$ cat src/hdl/cppd_pkg.sv
// ----------------------------------------------------------------------------
// cppd_pkg
// Shared types, constants and helpers of the column post picture decoder.
// ----------------------------------------------------------------------------
package cppd_pkg;

  localparam int unsigned MaxWidth       = 512;
  localparam int unsigned MaxHeight      = 512;
  localparam int unsigned PaletteEntries = 256;

  localparam int unsigned DimW   = 10;
  localparam int unsigned SlotW  = $clog2(PaletteEntries);
  localparam int unsigned RgbW   = 24;
  localparam int unsigned ColW   = 9;
  localparam int unsigned RowW   = 9;
  localparam int unsigned AddrW  = 18;

  localparam logic [7:0] EndMark = 8'hFF;
  localparam logic [7:0] Opaque  = 8'd255;

  // command queue between parser and pixel writer
  localparam int unsigned CmdDepth  = 4;
  localparam int unsigned CmdPtrW   = $clog2(CmdDepth);
  localparam int unsigned CmdCountW = $clog2(CmdDepth + 1);

  // result queue at the output of the pixel writer
  localparam int unsigned OutDepth  = 4;
  localparam int unsigned OutPtrW   = $clog2(OutDepth);
  localparam int unsigned OutCountW = $clog2(OutDepth + 1);

  // configuration register indexes
  localparam logic CfgWidth  = 1'b0;
  localparam logic CfgHeight = 1'b1;

  typedef enum logic [1:0] {
    ACT_PALETTE = 2'd0,
    ACT_COLUMN  = 2'd1,
    ACT_BYTE    = 2'd2,
    ACT_RSVD    = 2'd3
  } action_e;

  typedef enum logic {
    CMD_PALETTE = 1'b0,
    CMD_PIXEL   = 1'b1
  } cmd_kind_e;

  typedef struct packed {
    logic [1:0] action;
    logic [7:0] palette_slot;
    logic [7:0] entry_red;
    logic [7:0] entry_green;
    logic [7:0] entry_blue;
    logic [8:0] column_number;
    logic [7:0] stream_byte;
  } in_item_t;

  typedef struct packed {
    logic [17:0] pixel_address;
    logic [8:0]  pixel_column;
    logic [8:0]  pixel_row;
    logic [7:0]  out_red;
    logic [7:0]  out_green;
    logic [7:0]  out_blue;
    logic [7:0]  out_alpha;
  } res_t;

  typedef struct packed {
    cmd_kind_e        kind;
    logic [SlotW-1:0] slot;
    logic [RgbW-1:0]  rgb;
    logic [RowW-1:0]  row;
    logic [ColW-1:0]  col;
  } cmd_t;

  typedef struct packed {
    logic [OutCountW-1:0] level;
    logic                 s1_valid;
  } bk_stat_t;

  function automatic logic [DimW-1:0] clamp_dim(logic [DimW-1:0] v, logic [DimW-1:0] lim);
    return (v > lim) ? lim : v;
  endfunction

endpackage

$ cat src/hdl/cppd_cmdq.sv
// ----------------------------------------------------------------------------
// cppd_cmdq
// Short command queue decoupling the parser from the pixel writer.
// ----------------------------------------------------------------------------
module cppd_cmdq (
  input  logic           clk_i,
  input  logic           rst_ni,
  input  logic           push_i,
  input  cppd_pkg::cmd_t cmd_i,
  output logic           full_o,
  input  logic           pop_i,
  output logic           empty_o,
  output cppd_pkg::cmd_t cmd_o
);
  import cppd_pkg::*;

  cmd_t                 mem_q [CmdDepth];
  logic [CmdPtrW-1:0]   wr_ptr_q, wr_ptr_d;
  logic [CmdPtrW-1:0]   rd_ptr_q, rd_ptr_d;
  logic [CmdCountW-1:0] count_q, count_d;
  logic                 do_push, do_pop;

  assign full_o  = (count_q == CmdCountW'(CmdDepth));
  assign empty_o = (count_q == '0);
  assign do_push = push_i && !full_o;
  assign do_pop  = pop_i && !empty_o;
  assign cmd_o   = mem_q[rd_ptr_q];

  always_comb begin
    wr_ptr_d = wr_ptr_q;
    rd_ptr_d = rd_ptr_q;
    if (do_push) begin
      wr_ptr_d = (wr_ptr_q == CmdPtrW'(CmdDepth - 1)) ? '0 : wr_ptr_q + CmdPtrW'(1);
    end
    if (do_pop) begin
      rd_ptr_d = (rd_ptr_q == CmdPtrW'(CmdDepth - 1)) ? '0 : rd_ptr_q + CmdPtrW'(1);
    end
    count_d = count_q + CmdCountW'(do_push) - CmdCountW'(do_pop);
  end

  always_ff @(posedge clk_i or negedge rst_ni) begin
    if (!rst_ni) begin
      wr_ptr_q <= '0;
      rd_ptr_q <= '0;
      count_q  <= '0;
    end else begin
      wr_ptr_q <= wr_ptr_d;
      rd_ptr_q <= rd_ptr_d;
      count_q  <= count_d;
    end
  end

  always_ff @(posedge clk_i) begin
    if (do_push) begin
      mem_q[wr_ptr_q] <= cmd_i;
    end
  end

endmodule

$ cat config.mk
export PLATFORM = sky130hd
export DESIGN_NAME = cppd_cmdq
export DESIGN_NICKNAME = d
export VERILOG_FILES = /design/src/hdl/cppd_pkg.sv /design/src/hdl/cppd_cmdq.sv
export SDC_FILE = /design/constraint.sdc
export NUM_CORES = 1
export LEC_CHECK = 0
export ABC_CLOCK_PERIOD_IN_PS = 3250
export BUFFER_PORTS_ARGS = -buffer_cell sky130_fd_sc_hd__buf_2
export CAP_MARGIN = 25
export CORE_ASPECT_RATIO = 1.25
export CORE_UTILIZATION = 29
export CTS_CLUSTER_SIZE = 40
export DETAILED_ROUTE_END_ITERATION = 10
export PLACE_DENSITY_LB_ADDON = 0.05
export SLEW_MARGIN = 20
export SYNTH_ARGS = -nofsm -noshare
export SYNTH_HDL_FRONTEND = slang
export SYNTH_SLANG_ARGS = --single-unit
$ cat constraint.sdc
create_clock -name clk_i -period 3.25 [get_ports clk_i]
set_clock_uncertainty 0.15 [all_clocks]
set_input_delay 0.65 -clock clk_i [delete_from_list [all_inputs] [get_ports clk_i]]
set_output_delay 0.65 -clock clk_i [all_outputs]
set_load 0.1 [all_outputs]
==> results_dict.tcl <==
set metrics [dict create \
    status "completed" \
    vias 3586 \
    rsz0062_at_grt "no" \
    drv_cap 0 \
    clock-sinks 211 \
    rr_endpoint "count_q[2]$_DFF_PN0_" \
    ys_seq_area_share_pct 80.1 \
    r2r_slack_ns 0.87 \
    grt_pass1_vias 3976 \
    synth_xor_area_share_pct 0.223 \
    cts_buffer_depth 3 \
    r2r-start "count_q[0]$_DFF_PN0_" \
    syn_nets 369 \
    track_usage_pct 12.0 \
    hold_viol 0 \
    cp_top_family "flip-flops" \
    root_buffer "clkbuf_16" \
    start_util_pct 29.4 \
    globalRoute.totalOverflow 0 \
    cp_cell_sequence "buf_4 > mux4_2 > buf_2" \
    insertion_delay_ns 0.49 \
    r2r_cells 9 \
    worst_path_max_delay_cell "dfrtp_4" \
    max_slew_margin_pct 65.8 \
    worstPathMaxFanout 12 \
    wirelength_mm 16.3 \
    final_antenna_net_count 0 \
    fin_nets 507 \
    cp-end-kind "primary output" \
    synth_cell_type_count 21 \
    route.detailed.wl_per_inst_microns 20.3 \
    cts_buffers 23 \
    cts_tree "done" \
    max_freq_mhz 327 \
    crit_arrival_ns 2.26 \
    netlist_instances 306 \
    core_area_sq_mm 0.0267 \
    critPathBufInv 2 \
    finalSetupViolCount 0 \
    min_period_over_period_pct 94.2 \
    area_growth_pct 22.9 \
    drtIter0Drc 159 \
    antenna_found_initial 2 \
    ioPinCount 108 \
    synthMuxAreaShare_pct 15.2 \
    crit_required_ns 2.45 \
    synthAdderAreaFrac_pct 1.37 \
    mostFrequentLayoutCells "edfxtp_1 (204), buf_2 (107), mux4_2 (48)" \
    fill_cells 2470 \
    crit_type "register to primary output" \
    tightest_slew_ns 0.517 \
    multi_input_area_sq_mm 0.00142 \
    hp-start "cmd_i[7]" \
    dp_hpwl_mm 9.85 \
    dieHeight_microns 186 \
    setup-tns-final_ns 0 \
    dr.pass1.iters 4 \
    avgSynthCellArea_sq_um 25.7 \
    yosys.area_share.simple_pct 0.923 \
    register_area_sq_mm 0.00631 \
    synth_top_family_by_area "multiplexers" \
    row_count 67 \
    yosys_warnings 0 \
    cp.depth 3 \
    layout_commonest_cell "edfxtp_1" \
    grt_pass1_wl_mm 24.2 \
    io_buffer_count 107 \
    critPathLaunchType "register" \
    viasPerCell 4.46 \
    period_minus_slack_ns 3.06 \
    die_w_microns 149 \
    final_max_slew_viol_count 0 \
    netlist_area_sq_mm 0.00787 \
    drive_gt1_share_pct 46.3 \
    grt_start_max_net_pins 40 \
    min_to "mem_q[3][7]$_DFFE_PP_" \
    htreeDepth 1 \
    hp-class "primary input to register" \
    die_area_sq_mm 0.0278 \
    min_path_cells 1 \
    finalWeightedCongestion 0.663 \
    cpPeakStageDelay_ns 0.65 \
    synth_compound_area_share_pct 0.0795 \
    cts.clk_slew.worst_paths_ns 0.06 \
    drc 0 \
    ys_ff_latch 211 \
]
## registers in the layout, indices dropped and copies added (netlist names)
register	count
rd_ptr_q	2
wr_ptr_q	2
count_q	3
mem_q	204
## synth_stat cells
library cell / n / area share, %
mux2_2: 3 / 0.43
nor3_1: 1 / 0.064
o22ai_1: 1 / 0.080
fa_1: 1 / 0.25
clkbuf_1: 1 / 0.048
nand2b_1: 1 / 0.080
ha_1: 7 / 1.1
dfrtp_1: 7 / 2.2
mux4_1: 3 / 1.0
buf_12: 5 / 1.3
edfxtp_1: 204 / 78
buf_6: 1 / 0.14
nor2b_1: 1 / 0.080
buf_2: 5 / 0.32
nand2_1: 1 / 0.048
xnor2_1: 2 / 0.22
and2_1: 4 / 0.32
nor2_1: 2 / 0.095
mux4_2: 48 / 14
inv_1: 7 / 0.33
nor3b_4: 1 / 0.24
## layout make-up
| type | count | share of cell area (%) |
|---|---|---|
| diodes | 1 | 0.0259 |
| repair buffers | 125 | 8.08 |
| clock inverters | 10 | 1.05 |
| multi-input cells | 76 | 14.7 |
| inverters | 7 | 0.272 |
| clock buffers | 29 | 6.19 |
| flip-flops and latches | 211 | 65.2 |
| well taps | 345 | 4.47 |
## metal layers
metal  vias to the layer above  track usage (%)  share of wire [%]
met4                         2             3.35                1.5
met1                      1911             15.1                 42
met3                        24             2.87                5.3
met2                        82             20.5                 51
met5                         -                0              0.092
li1                       1567                -                  -
## stage by stage
stage	hold WS, ns	utilization, %	std cells	instance area [sq um]	setup WS, ns
2_1_floorplan	0.204	-	306	7880	0.267
3_3_place_gp	0.354	33.4	762	8930	0.469
3_5_place_dp	0.359	33.4	762	8930	0.473
4_1_cts	0.184	36.1	803	9660	0.100
5_1_grt	0.193	36.1	803	9660	0.0587
6_report	0.213	36.1	804	9670	0.190
## cell families (layout without fill, tap and decap cells)
kind of cell,count (synthesis),after routing
flip-flops,211,211
multiplexers,54,54
buffers and inverters,19,171
AND/OR/NAND/NOR,11,11
adder cells (fa/ha/maj),8,8
XOR/XNOR,2,2
AO/OA/AOI/OAI,1,1
other,0,1
## worst max-delay path by stage
stage | startpoint | end | slack, ns
floorplan | count_q[1]$_DFF_PN0_ | mem_q[0][0]$_DFFE_PP_ | 0.27
global placement | rd_ptr_q[0]$_DFFE_PN0P_ | cmd_o[47] | 0.47
detailed placement | rd_ptr_q[0]$_DFFE_PN0P_ | cmd_o[47] | 0.47
CTS | rd_ptr_q[0]$_DFFE_PN0P_ | cmd_o[47] | 0.10
global route | rd_ptr_q[0]$_DFFE_PN0P_ | cmd_o[47] | 0.06
finish | rd_ptr_q[0]$_DFFE_PN0P_ | cmd_o[44] | 0.19
## repair_timing
item | in CTS | in global routing
resized for setup | 0 | 0
hold buffers | 1 | 0
endpoints found under the setup margin | 21 | 0
buffers inserted | 1 | 0
endpoints found under the hold margin | 7 | 0
Power is not shown: default switching activity piles up to over one toggle a cycle in this logic, so the estimate is an artifact.
