[src/hdl/cppd_pkg.sv]
// ----------------------------------------------------------------------------
// cppd_pkg
// Shared types, constants and helpers of the column post picture decoder.
// ----------------------------------------------------------------------------
package cppd_pkg;

  localparam int unsigned MaxWidth       = 512;
  localparam int unsigned MaxHeight      = 512;
  localparam int unsigned PaletteEntries = 256;

  localparam int unsigned DimW   = 10;
  localparam int unsigned SlotW  = $clog2(PaletteEntries);
  localparam int unsigned RgbW   = 24;
  localparam int unsigned ColW   = 9;
  localparam int unsigned RowW   = 9;
  localparam int unsigned AddrW  = 18;

  localparam logic [7:0] EndMark = 8'hFF;
  localparam logic [7:0] Opaque  = 8'd255;

  // command queue between parser and pixel writer
  localparam int unsigned CmdDepth  = 4;
  localparam int unsigned CmdPtrW   = $clog2(CmdDepth);
  localparam int unsigned CmdCountW = $clog2(CmdDepth + 1);

  // result queue at the output of the pixel writer
  localparam int unsigned OutDepth  = 4;
  localparam int unsigned OutPtrW   = $clog2(OutDepth);
  localparam int unsigned OutCountW = $clog2(OutDepth + 1);

  // configuration register indexes
  localparam logic CfgWidth  = 1'b0;
  localparam logic CfgHeight = 1'b1;

  typedef enum logic [1:0] {
    ACT_PALETTE = 2'd0,
    ACT_COLUMN  = 2'd1,
    ACT_BYTE    = 2'd2,
    ACT_RSVD    = 2'd3
  } action_e;

  typedef enum logic {
    CMD_PALETTE = 1'b0,
    CMD_PIXEL   = 1'b1
  } cmd_kind_e;

  typedef struct packed {
    logic [1:0] action;
    logic [7:0] palette_slot;
    logic [7:0] entry_red;
    logic [7:0] entry_green;
    logic [7:0] entry_blue;
    logic [8:0] column_number;
    logic [7:0] stream_byte;
  } in_item_t;

  typedef struct packed {
    logic [17:0] pixel_address;
    logic [8:0]  pixel_column;
    logic [8:0]  pixel_row;
    logic [7:0]  out_red;
    logic [7:0]  out_green;
    logic [7:0]  out_blue;
    logic [7:0]  out_alpha;
  } res_t;

  typedef struct packed {
    cmd_kind_e        kind;
    logic [SlotW-1:0] slot;
    logic [RgbW-1:0]  rgb;
    logic [RowW-1:0]  row;
    logic [ColW-1:0]  col;
  } cmd_t;

  typedef struct packed {
    logic [OutCountW-1:0] level;
    logic                 s1_valid;
  } bk_stat_t;

  function automatic logic [DimW-1:0] clamp_dim(logic [DimW-1:0] v, logic [DimW-1:0] lim);
    return (v > lim) ? lim : v;
  endfunction

endpackage

[src/hdl/cppd_front.sv]
// ----------------------------------------------------------------------------
// cppd_front
// Column stream parser: tracks post phase, turns items into commands.
// ----------------------------------------------------------------------------
module cppd_front (
  input  logic              clk_i,
  input  logic              rst_ni,
  input  logic              accept_i,
  input  cppd_pkg::in_item_t item_i,
  input  logic [9:0]        width_i,
  input  logic [9:0]        height_i,
  output logic              cmd_valid_o,
  output cppd_pkg::cmd_t    cmd_o
);
  import cppd_pkg::*;

  typedef enum logic [5:0] {
    PH_TOP  = 6'b000001,
    PH_LEN  = 6'b000010,
    PH_PAD  = 6'b000100,
    PH_DATA = 6'b001000,
    PH_TAIL = 6'b010000,
    PH_DONE = 6'b100000
  } phase_e;

  phase_e          phase_q, phase_d;
  logic [7:0]      top_q, top_d;
  logic [7:0]      remain_q, remain_d;
  logic [7:0]      step_q, step_d;
  logic [ColW-1:0] column_q, column_d;

  logic [RowW-1:0] row;
  logic [DimW-1:0] w_eff, h_eff;
  logic            in_bounds;

  assign row       = RowW'({1'b0, top_q} + {1'b0, step_q});
  assign w_eff     = clamp_dim(width_i, DimW'(MaxWidth));
  assign h_eff     = clamp_dim(height_i, DimW'(MaxHeight));
  assign in_bounds = ({1'b0, row} < h_eff) && ({1'b0, column_q} < w_eff);

  always_comb begin
    phase_d     = phase_q;
    top_d       = top_q;
    remain_d    = remain_q;
    step_d      = step_q;
    column_d    = column_q;
    cmd_valid_o = 1'b0;
    cmd_o.kind  = CMD_PIXEL;
    cmd_o.slot  = item_i.stream_byte;
    cmd_o.rgb   = {item_i.entry_red, item_i.entry_green, item_i.entry_blue};
    cmd_o.row   = row;
    cmd_o.col   = column_q;
    if (accept_i) begin
      unique case (action_e'(item_i.action))
        ACT_PALETTE: begin
          cmd_valid_o = 1'b1;
          cmd_o.kind  = CMD_PALETTE;
          cmd_o.slot  = item_i.palette_slot;
        end
        ACT_COLUMN: begin
          column_d = item_i.column_number;
          phase_d  = PH_TOP;
          top_d    = '0;
          remain_d = '0;
          step_d   = '0;
        end
        ACT_BYTE: begin
          unique case (phase_q)
            PH_TOP: begin
              if (item_i.stream_byte == EndMark) begin
                phase_d = PH_DONE;
              end else begin
                top_d   = item_i.stream_byte;
                phase_d = PH_LEN;
              end
            end
            PH_LEN: begin
              remain_d = item_i.stream_byte;
              step_d   = '0;
              phase_d  = PH_PAD;
            end
            PH_PAD: begin
              phase_d = (remain_q == '0) ? PH_TAIL : PH_DATA;
            end
            PH_DATA: begin
              cmd_valid_o = in_bounds;
              remain_d    = remain_q - 8'd1;
              if (remain_q == 8'd1) begin
                phase_d = PH_TAIL;
              end else begin
                step_d = step_q + 8'd1;
              end
            end
            PH_TAIL: begin
              phase_d = PH_TOP;
            end
            PH_DONE: begin
              phase_d = PH_DONE;
            end
            default: begin
              phase_d = PH_TOP;
            end
          endcase
        end
        default: begin
        end
      endcase
    end
  end

  always_ff @(posedge clk_i or negedge rst_ni) begin
    if (!rst_ni) begin
      phase_q  <= PH_TOP;
      top_q    <= '0;
      remain_q <= '0;
      step_q   <= '0;
      column_q <= '0;
    end else begin
      phase_q  <= phase_d;
      top_q    <= top_d;
      remain_q <= remain_d;
      step_q   <= step_d;
      column_q <= column_d;
    end
  end

endmodule

[config.mk]
export PLATFORM = sky130hd
export DESIGN_NAME = cppd_front
export DESIGN_NICKNAME = d
export VERILOG_FILES = /design/src/hdl/cppd_pkg.sv /design/src/hdl/cppd_front.sv
export SDC_FILE = /design/constraint.sdc
export NUM_CORES = 1
export LEC_CHECK = 0
export ABC_AREA = 1
export BUFFER_PORTS_ARGS = -buffer_cell sky130_fd_sc_hd__buf_2
export CAP_MARGIN = 20
export CORE_ASPECT_RATIO = 0.9
export CORE_MARGIN = 4
export CORE_UTILIZATION = 50
export DETAILED_ROUTE_END_ITERATION = 6
export MAX_ROUTING_LAYER = met4
export PLACE_DENSITY = 0.8
export REMOVE_ABC_BUFFERS = 1
export SYNTH_ARGS = -nofsm -noshare
export SYNTH_HDL_FRONTEND = slang
export SYNTH_SLANG_ARGS = --single-unit
export TNS_END_PERCENT = 20
[constraint.sdc]
create_clock -name clk_i -period 3 [get_ports clk_i]
set_clock_uncertainty 0.1 [all_clocks]
set_input_delay 0.15 -clock clk_i [delete_from_list [all_inputs] [get_ports clk_i]]
set_output_delay 0.15 -clock clk_i [all_outputs]
set_load 0.03 [all_outputs]
==> impl_results.rst <==
.. list-table::
   :header-rows: 1

   * - Metric
     - Value
   * - Final Critical Period
     - between 3 and 4 ns
   * - Cell internal pwr
     - 1.05 mW
   * - Root buffer cell
     - sky130_fd_sc_hd__clkbuf_8
   * - Area contributors post-synth
     - sky130_fd_sc_hd__dfrtp_1 29%, sky130_fd_sc_hd__ha_1 12%, sky130_fd_sc_hd__nand2_1 11%
   * - Crit-path cells
     - ha_4 -> inv_2 -> fa_2 -> nand3b_1 -> nand2_2 -> a21oi_2 -> nor2_1 -> nor2_1 -> xnor2_1 -> ha_1 -> nand2_2 -> nor2_1 -> nand2_1 -> nand3_1 -> nor2_1 -> nand3_1 -> nand2_1 -> buf_6
   * - Via count of the first global-routing pass
     - approximately 3.1k
   * - Biggest fanout along the worst timing path
     - 3
   * - # diodes
     - 0
   * - Leakage
     - between 2 and 2.5 nW
   * - Sequential area share after synthesis
     - ~30%
   * - Count of buffer and inverter cells on the critical path
     - 2
   * - Share of power burned in registers
     - between 30% and 40%
   * - Largest net degree at the start of global routing
     - 40
   * - Setup Crit Path Kind
     - register to output pin
   * - Min-delay worst type
     - primary input to register
   * - Post-synth design cell area
     - 3300 um^2
   * - Number of distinct library cell variants in the gate-level netlist after synthesis
     - 41
   * - DRC errors left
     - 0
   * - Master of the slowest instance on the critical path
     - sky130_fd_sc_hd__dfrtp_1
   * - IO buf count
     - 77
   * - Worst Path Arrival
     - 2.90 ns
   * - Critical path's top delay family
     - simple AND/OR/NAND/NOR gates
   * - Overflow after GRT
     - 0
   * - Antenna violations before repair
     - 0
   * - Synth Area per Inst
     - between 7 and 8 um^2
   * - Initial core utilization
     - between 50 and 60%
   * - Via count
     - roughly 3.1k
   * - Crit path capture type
     - output pin
   * - Largest stage delay on the critical path
     - about 0.4 ns
   * - H-tree level count
     - 2
   * - Clock tree from TritonCTS
     - done
   * - Net switching fraction of the power
     - 35.9%
   * - #FFs+latches synth
     - 39
   * - Final routed wire length divided by cell count
     - approximately 16 um
   * - Type of origin of the critical path
     - register
   * - Global-route wire length before repair
     - roughly 15000 um
   * - Clock sink count
     - 39
   * - HPWL after detailed placement
     - approximately 7000 um
   * - Clk Latency, worst-skew pair
     - ~0.29 ns
   * - Die W
     - ~94 um
   * - Final-stage net count
     - roughly 600
   * - Total track usage
     - between 20% and 30%
   * - Total negative setup slack
     - -0.150 ns
   * - Clock share of power
     - around 28%
   * - # Max-Cap Violations
     - 0
   * - Outcome
     - complete, but fails checks
   * - Number of enable-type register cells in the synthesized netlist
     - 0
   * - Biggest area consumer among synthesized cells
     - sky130_fd_sc_hd__dfrtp_1
   * - Placed cell count
     - ~560
   * - Worst VDD drop
     - 317 uV
   * - Endpoints failing hold
     - 0
   * - Unrepaired setup endpoints after global routing
     - true
   * - Fraction of synthesized cell area taken by the top area cell type
     - around 29%
   * - Part of the total power dissipated in combinational logic
     - ~33%
   * - First-pass iteration count of the detailed router
     - 4
   * - Final estimated routing congestion in global placement
     - 0.930
   * - Die Height
     - approximately 85 um
   * - Setup ws final
     - -0.150 ns
   * - Number of antenna-violating nets in the routed design
     - 0
   * - Count of routing violations after the opening detailed-route iteration
     - around 150
   * - Fraction of registers with async set or reset after synthesis
     - 100%
   * - Site Rows
     - 27
   * - Number of top-level pins
     - between 100 and 150
   * - Violated checks
     - setup timing
   * - Synth-to-Final Area Change
     - 18.3%
   * - Max Clk Rate
     - between 300 and 400 MHz
   * - Worst-case setup slack after placement
     - between 0.007 and 0.008 ns
   * - Final Slew Violations
     - 0
   * - Final number of setup-violating endpoints
     - 1
   * - Fraction of layout instances using a drive strength above 1
     - approximately 29%
   * - Detailed-route vias per instance
     - approximately 5.4
   * - Net switching power figure
     - approximately 600 uW
   * - Final worst hold slack
     - about 0.0066 ns
   * - Most numerous cell on the critical path
     - sky130_fd_sc_hd__nor2_1
   * - Top FF cell, synth
     - sky130_fd_sc_hd__dfrtp_1
   * - Placeable core region
     - ~6200 um^2
   * - Cell depth of the worst hold path
     - 2
   * - Total power divided by cell area
     - between 400 and 500 nW/um^2
   * - Post-Route WL
     - between 9000 and 10000 um
   * - Area enclosed by the die boundary
     - between 7000 and 8000 um^2
   * - Cell depth of the worst flop-to-flop path
     - 8
   * - Worst slew margin
     - a little over two fifths
   * - Buffers from clock root to sink, at most
     - 2
   * - Share of the clock period used by the worst path after layout
     - 105%
   * - Number of logic stages on the critical path including buffering
     - 18
   * - Slew at the pin closest to its max-slew limit
     - approximately 0.86 ns
   * - WP data required
     - around 2.8 ns
   * - Clock-pin slew of the registers on the worst-case setup and hold paths
     - roughly 0.080 ns
   * - Cells after Synth
     - 426
   * - Non-filler cells, final
     - 585
   * - Number of buffers created by CTS
     - 5
   * - Number of warnings issued by yosys
     - 0
-- synthesized netlist by cell type, types with 2 or more instances --
| cell type | number |
|---|---|
| sky130_fd_sc_hd__o211ai_1 | 4 |
| sky130_fd_sc_hd__nand3_2 | 2 |
| sky130_fd_sc_hd__nand2_1 | 100 |
| sky130_fd_sc_hd__dfrtp_1 | 38 |
| sky130_fd_sc_hd__inv_1 | 39 |
| sky130_fd_sc_hd__ha_1 | 31 |
| sky130_fd_sc_hd__nand4_1 | 9 |
| sky130_fd_sc_hd__buf_4 | 26 |
| sky130_fd_sc_hd__mux2_2 | 15 |
| sky130_fd_sc_hd__or2_2 | 2 |
| sky130_fd_sc_hd__nor2_1 | 30 |
| sky130_fd_sc_hd__nand3b_1 | 2 |
| sky130_fd_sc_hd__a21oi_1 | 20 |
| sky130_fd_sc_hd__xnor2_1 | 6 |
| sky130_fd_sc_hd__o21ai_0 | 27 |
| sky130_fd_sc_hd__nor2_4 | 4 |
| sky130_fd_sc_hd__inv_2 | 3 |
| sky130_fd_sc_hd__nor3_1 | 5 |
| sky130_fd_sc_hd__nor2_2 | 2 |
| sky130_fd_sc_hd__xor2_1 | 6 |
| sky130_fd_sc_hd__nand3_1 | 28 |
| sky130_fd_sc_hd__o21ai_2 | 3 |
| sky130_fd_sc_hd__buf_2 | 3 |
| sky130_fd_sc_hd__nand2_4 | 3 |
| sky130_fd_sc_hd__o21ai_1 | 2 |
-- layer usage --
layer	vias to the layer above	track usage, %	share of wire, %
met5	-	-	0
met4	0	5.51	1.4
met3	15	9.75	11
met2	125	36.4	46
met1	1466	29.0	41
li1	1535	-	-
-- power by group through the flow --
stage	clock network [mW]	registers, mW	logic, mW
after floorplan	0	0.669	0.319
after global placement	0	0.631	0.509
after detailed placement	0	0.633	0.524
after CTS	0.480	0.624	0.539
after global routing	0.507	0.633	0.608
final	0.469	0.626	0.549
-- cells in the final DEF, fill, tap and decap left out, types with 4 or more instances in the layout --
| master | instances |
|---|---|
| sky130_fd_sc_hd__nor3_1 | 5 |
| sky130_fd_sc_hd__nand2_1 | 98 |
| sky130_fd_sc_hd__buf_2 | 76 |
| sky130_fd_sc_hd__nand4_1 | 9 |
| sky130_fd_sc_hd__dlygate4sd3_1 | 9 |
| sky130_fd_sc_hd__xor2_1 | 6 |
| sky130_fd_sc_hd__nand3_1 | 28 |
| sky130_fd_sc_hd__o211ai_1 | 4 |
| sky130_fd_sc_hd__a21oi_1 | 18 |
| sky130_fd_sc_hd__nor2_1 | 30 |
| sky130_fd_sc_hd__o21ai_0 | 26 |
| sky130_fd_sc_hd__ha_1 | 29 |
| sky130_fd_sc_hd__clkbuf_8 | 6 |
| sky130_fd_sc_hd__dfrtp_1 | 38 |
| sky130_fd_sc_hd__xnor2_1 | 6 |
| sky130_fd_sc_hd__nor2_4 | 4 |
| sky130_fd_sc_hd__inv_1 | 38 |
| sky130_fd_sc_hd__buf_4 | 8 |
| sky130_fd_sc_hd__mux2_2 | 15 |
| sky130_fd_sc_hd__inv_2 | 4 |
-- path summary, 6_finish.rpt --
path,slack [ns],from,end
max,-0.15,top_q[0],cmd_valid_o
min,0.007,item_i[15],column_q[7]
max reg2reg,1.24,phase_q[2],step_q[3]
min reg2reg,0.43,top_q[1],top_q[1]
max in group asynchronous,1.86,rst_ni,step_q[2]
min in group asynchronous,0.40,rst_ni,phase_q[2]
-- registers in the layout, summed over array words and instances (netlist names) --
signal,cells
step_q,8
column_q,9
remain_q,8
top_q,8
phase_q,6
-- cells by family (layout without fill, tap and decap cells) --
logic type	Yosys count	count (layout)	share of synthesized area [%]
DFF	39	39	29.6
xor gates and xnor gates	12	12	3.19
muxes	15	15	5.12
and+or+nand+nor	192	192	27.1
AOI/OAI and AO/OA	63	63	11.2
adders and majority gates	32	32	12.4
buffers and inverters	73	145	11.5
-- stage by stage --
step / util, % / area (um^2) / total power [mW]
6_report: 62.4 / 3900 / 1.64
5_1_grt: 62.4 / 3900 / 1.75
4_1_cts: 61.6 / 3850 / 1.64
3_5_place_dp: 57.5 / 3590 / 1.16
3_3_place_gp: 57.5 / 3590 / 1.14
2_1_floorplan: - / 3080 / 0.988
-- final cells by class --
cell class                 instances  area (um^2)
timing repair buffer              94          542
clock inverter                     2         38.8
fill                             546         2350
clock buffer                       6         82.6
multi-input combinational        314         1990
sequential                        39          977
inverter                          43          164
tap                               87          109
-- what timing repair did --
action	CTS	global route
pin swaps	5	6
hold buffers	9	0
setup buffers	2	4
endpoints found under the hold margin	46	0
resized for setup	9	4
setup endpoints to repair	1	1
Note: power is estimated with default switching activity, not from simulation.
